**config.mk**
```make
export PLATFORM = sky130hd
export DESIGN_NAME = ppurf_ram
export DESIGN_NICKNAME = d
export VERILOG_FILES = /design/src/sv/ppurf_pkg.sv /design/src/sv/ppurf_ram.sv
export SDC_FILE = /design/constraint.sdc
export NUM_CORES = 2
export LEC_CHECK = 0
export BUFFER_PORTS_ARGS = -buffer_cell sky130_fd_sc_hd__buf_2
export CAP_MARGIN = 20
export CORE_MARGIN = 4
export CORE_UTILIZATION = 50
export CTS_CLUSTER_DIAMETER = 40
export CTS_CLUSTER_SIZE = 20
export DETAILED_ROUTE_END_ITERATION = 10
export PLACE_DENSITY = 0.65
export SYNTH_ARGS = -nofsm -noshare
export SYNTH_HDL_FRONTEND = slang
export SYNTH_SLANG_ARGS = --single-unit
```
**constraint.sdc**
```tcl
create_clock -name i_clk -period 3.35 [get_ports i_clk]
set_input_delay 0.1675 -clock i_clk [delete_from_list [all_inputs] [get_ports i_clk]]
set_output_delay 0.1675 -clock i_clk [all_outputs]
set_load 0.02 [all_outputs]
```
**src/sv/ppurf_pkg.sv**
```systemverilog
// Shared constants, types and helpers of the picture-unit CPU register file.
package ppurf_pkg;

    localparam int unsigned VRAM_DEPTH_DEF = 16384;
    localparam int unsigned OAM_DEPTH      = 256;
    localparam int unsigned OAM_AW         = $clog2(OAM_DEPTH);
    localparam int unsigned REG_COUNT      = 8;

    localparam logic FUNC_READ  = 1'b0;
    localparam logic FUNC_WRITE = 1'b1;

    localparam logic [2:0] REG_CTRL     = 3'd0;
    localparam logic [2:0] REG_MASK     = 3'd1;
    localparam logic [2:0] REG_STATUS   = 3'd2;
    localparam logic [2:0] REG_OAM_ADDR = 3'd3;
    localparam logic [2:0] REG_OAM_DATA = 3'd4;
    localparam logic [2:0] REG_SCROLL   = 3'd5;
    localparam logic [2:0] REG_ADDR     = 3'd6;
    localparam logic [2:0] REG_DATA     = 3'd7;

    localparam logic [15:0] STEP_ACROSS   = 16'd1;
    localparam logic [15:0] STEP_DOWN     = 16'd32;
    localparam logic [8:0]  SCROLL_Y_PAGE = 9'd240;

    typedef logic [REG_COUNT-1:0][7:0] t_reg_file;

    // Reduces a data address to a VRAM word index: 14-bit mask, then a
    // four-step restoring remainder, since the depth is at least 1/16 of 16 KiB.
    function automatic logic [13:0] vram_index(input logic [15:0] addr,
                                               input logic [17:0] depth);
        logic [17:0] rem;
        logic [17:0] sub;
        rem = {4'b0, addr[13:0]};
        for (int k = 3; k >= 0; k--) begin
            sub = depth << k;
            if (rem >= sub) begin
                rem = rem - sub;
            end
        end
        return rem[13:0];
    endfunction

endpackage

```
**src/sv/ppurf_ram.sv**
```systemverilog
// Single-port synchronous RAM with a registered read port.
module ppurf_ram #(
    parameter int unsigned DEPTH = ppurf_pkg::OAM_DEPTH,
    parameter int unsigned AW    = $clog2(DEPTH)
) (
    input  logic          i_clk,
    input  logic          i_we,
    input  logic          i_re,
    input  logic [AW-1:0] i_addr,
    input  logic [7:0]    i_wdata,
    output logic [7:0]    o_rdata
);

    logic [7:0] r_mem [DEPTH];
    logic [7:0] r_rdata;

    always_ff @(posedge i_clk) begin
        if (i_we) begin
            r_mem[i_addr] <= i_wdata;
        end
        if (i_re) begin
            r_rdata <= r_mem[i_addr];
        end
    end

    assign o_rdata = r_rdata;

endmodule
```
== Yosys cells after proc, flatten, opt, wreduce, memory -nomap -nowiden ==
Memory sizes are Yosys's and may differ from the RTL's. A register that Yosys moved wholly into a read port is not among the register bits.
Cells that the tools add are included.
Word-level totals
  RAM bits: 2048
  register bits: 0
  memories: 1
Memory list
  r_mem: words 256, bits a word 8, read ports 1, clocked after Yosys merged registers in 1, wr ports 1, RTL line ppurf_ram.sv:14  | logic [7:0] r_mem [DEPTH];
Cells by class
  mux-type cells: 2
Operators with widths (count)
  $mux 1: 2

== Logic depth before layout (Yosys ltp) ==
  depth in word-level cells: 2
  mapped depth: 10
  depth with buffers taken out: 5

== Least setup slack after synthesis ==
No wires, ideal clock.
  kind: in2reg
  from: input i_addr[1]
  to: memory r_mem[111][0], enable pin
  cell stages on the path: 9
  path slack: 0.964 ns
  setup time: 0.370 ns
  arrival: 2.016 ns
  path through: buf_2 > clkbuf_1 > clkbuf_1 > nand2_1 > buf_2 > nor2_1 > nand2_1 > clkbuf_1 > nor2_1
RTL lines
  from (decl): RTL line ppurf_ram.sv:9  | input logic [AW-1:0] i_addr,
  to (decl): RTL line ppurf_ram.sv:14
Straight into the memory's write port.

==> impl_metrics.py <==
metrics = {
    "status": {
        "status": "finished clean",
    },
    "floorplanning": {
        "die_w_um": 404,
        "die_h_um": 404,
        "fp.coreArea_um2": 156000,
        "rows": 145,
        "start_util_pct": 50.3,
        "ios": 27,
        "design.die.area_um2": 164000,
    },
    "placed_design": {
        "port_buffers": 26,
        "dp_hpwl_mm": 117,
        "place_congestion": 0.855,
        "dp_slack_ns": -0.294,
    },
    "clock_tree": {
        "ctsLongestPathBuffers": 4,
        "numCtsBuffers": 275,
        "cts_root_buffer": "clkbuf_16",
        "htreeDepth": 5,
        "clk_pin_slew_ns": 0.07,
        "cts.sinks": 2056,
        "cts_tree": "built",
        "ctsResizeCount": 0,
        "clock_latency_ns": 0.92,
    },
    "drt": {
        "drtIter0Drc": 5367,
        "dr.pass1.iters": 8,
        "drt-vias-per-instance": 6.18,
        "antenna_left": 0,
        "wirelength_mm": 192,
        "drc": 0,
        "wl_per_cell_um": 30.2,
        "routed-via-count": 39400,
    },
    "setup_path": {
        "required_ns": 3.93,
        "cp.arrival_ns": 3.48,
        "r2r_setup_slack_ns": 0.45,
        "cp-end-kind": "flop",
        "path_max_fanout": 1,
        "path_class": "reg -> reg",
        "cp-start-kind": "flop",
    },
    "grt": {
        "grt_max_degree": 128,
        "grt_pass1_wl_mm": 282,
        "antenna_found_initial": 6,
        "grt_use_total_pct": 23.8,
        "grt-ovfl-total": 0,
        "grt_pass1_vias": 40400,
    },
    "logic_synthesis": {
        "yosysTopAreaCellShare_pct": 78.6,
        "yosysTopAreaCell": "edfxtp_1",
        "yosys-top-cells-count": "edfxtp_1, mux4_2, a22oi_1",
        "synthesis.instances": 3547,
        "synth_edf_count": 2056,
        "ys_seq_area_share_pct": 78.6,
        "ys_warn_count": 0,
        "syn_area_per_cell_um2": 22.2,
        "synthArstFlopShare_pct": 0,
        "synthFlopType": "edfxtp_1",
        "yosysUniqueCellTypes": 21,
        "synth_nets": 3566,
        "syn_area_um2": 78600,
        "synth.area.top_cells": "edfxtp_1, mux4_2, a22oi_1, nor2_1, a21oi_1",
        "synth_seq_cells": 2056,
        "synth_most_common_cell": "edfxtp_1",
    },
    "sta": {
        "finalCriticalPeriod_ns": 2.90,
        "worst_slew_pin_slew_ns": 1.25,
        "rsz0062_at_grt": "false",
        "fin_hold_ws_ns": 0.0968,
        "timing.fmax_mhz": 345,
        "finalCritPeriodShare_pct": 86.6,
        "setup_ws_ns": 0.448,
        "skew_ns": 0.0935,
        "slew_headroom_pct": 15.7,
        "finalHoldViolations": 0,
        "maxSlewViolCount": 0,
        "setup_viol": 0,
    },
    "finish": {
        "layout-drive-gt1-share_pct": 34.3,
        "area_growth_syn_to_layout_pct": 19.4,
        "fillers": 10800,
        "nets": 4144,
    },
    "power_and_ir_drop": {
        "p_leak_nw": 30.0,
        "vdd_drop_max_v": 0.000579,
        "power.total_w": 0.0596,
        "powerDensity_nw_per_um2": 636,
    },
    "run": {
        "cap_viol_max_count": 0,
    },
    "hold_path": {
        "hold_path_class": "in -> reg",
    },
}
area by class of cell:
cell class / instances / area, um^2 / share of cell area [%]
repair buffers: 533 / 4650 / 4.95
well taps: 2058 / 2570 / 2.74
clock buffers: 303 / 7140 / 7.60
inverters: 1 / 3.75 / 0.00400
diodes: 1 / 2.50 / 0.00267
multi-input cells: 1258 / 15800 / 16.8
flip-flops and latches: 2056 / 61700 / 65.8
clock inverters: 166 / 1940 / 2.06
where the power goes:
part / total [W] / switching, W / leakage [nW] / internal [W]
clock network: 0.0287 / 0.0113 / 4.38 / 0.0174
registers: 0.0284 / 0.0000235 / 18.5 / 0.0284
logic: 0.00256 / 0.00159 / 7.09 / 0.000968
worst max-delay path, stage by stage (launching register included):
cell	delay, ns
edfxtp_1	0.35
mux4_2	0.50
a22oi_1	0.31
a21oi_1	0.15
o41ai_1	1.11
nand4_1	0.17
repair_timing:
| item | CTS | global route |
|---|---|---|
| endpoints found under the hold margin | 840 | 0 |
| setup buffers | 0 | 0 |
| setup endpoints to repair | 0 | 0 |
| hold buffers | 9 | 0 |
worst paths after layout:
| path | startpoint | to | cells past startpoint |
|---|---|---|---|
| max | r_mem[251][4] | o_rdata[4] | 5 |
| min | i_addr[4] | r_mem[42][6] | 5 |
| max reg2reg | r_mem[251][4] | o_rdata[4] | 5 |
| min reg2reg | r_mem[131][2] | o_rdata[2] | 6 |
placed cells by master (no fill, tap or decap), drive strengths merged, types with 21 or more instances in the layout:
cell type and count:
mux4 512, inv 53, nor2 232, edfxtp 2056
o41ai 32, buf 524, clkbuf 303, clkinv 71
a22oi 256, clkinvlp 21, nor3 30, bufinv 22
a21oi 128, nand2 28
registers in the layout, summed over array words and instances, names as in the netlist:
| signal | count |
|---|---|
| r_mem | 2048 |
| o_rdata | 8 |
cells by family after synthesis:
logic type	share of synthesized area [%]
multiplexers	14.7
buffers and inverters	1.40
flip-flops	78.6
AO/OA/AOI/OAI	3.62
AND/OR/NAND/NOR	1.73
layer usage:
| metal | routed length (um) | part of all wire [%] | track usage, % | vias up |
|---|---|---|---|---|
| met1 | 76900 | 40 | 34.2 | 20800 |
| met2 | 92900 | 48 | 37.3 | 1931 |
| met5 | 48 | 0.025 | 0 | - |
| met4 | 4310 | 2.2 | 6.42 | 8 |
| li1 | - | - | - | 16300 |
| met3 | 18100 | 9.4 | 5.46 | 279 |
through the flow:
| step | area [um^2] | utilization (%) | instances | TNS [ns] |
|---|---|---|---|---|
| 2_1_floorplan | 78600 | - | 3547 | 0 |
| 3_3_place_gp | 84600 | 54.2 | 5893 | -2.38 |
| 3_5_place_dp | 84700 | 54.2 | 5895 | -0.765 |
| 4_1_cts | 93800 | 60.1 | 6373 | 0 |
| 5_1_grt | 93800 | 60.1 | 6375 | 0 |
| 6_report | 93800 | 60.1 | 6376 | 0 |
No activity file was read; power rests on OpenSTA's default activity.
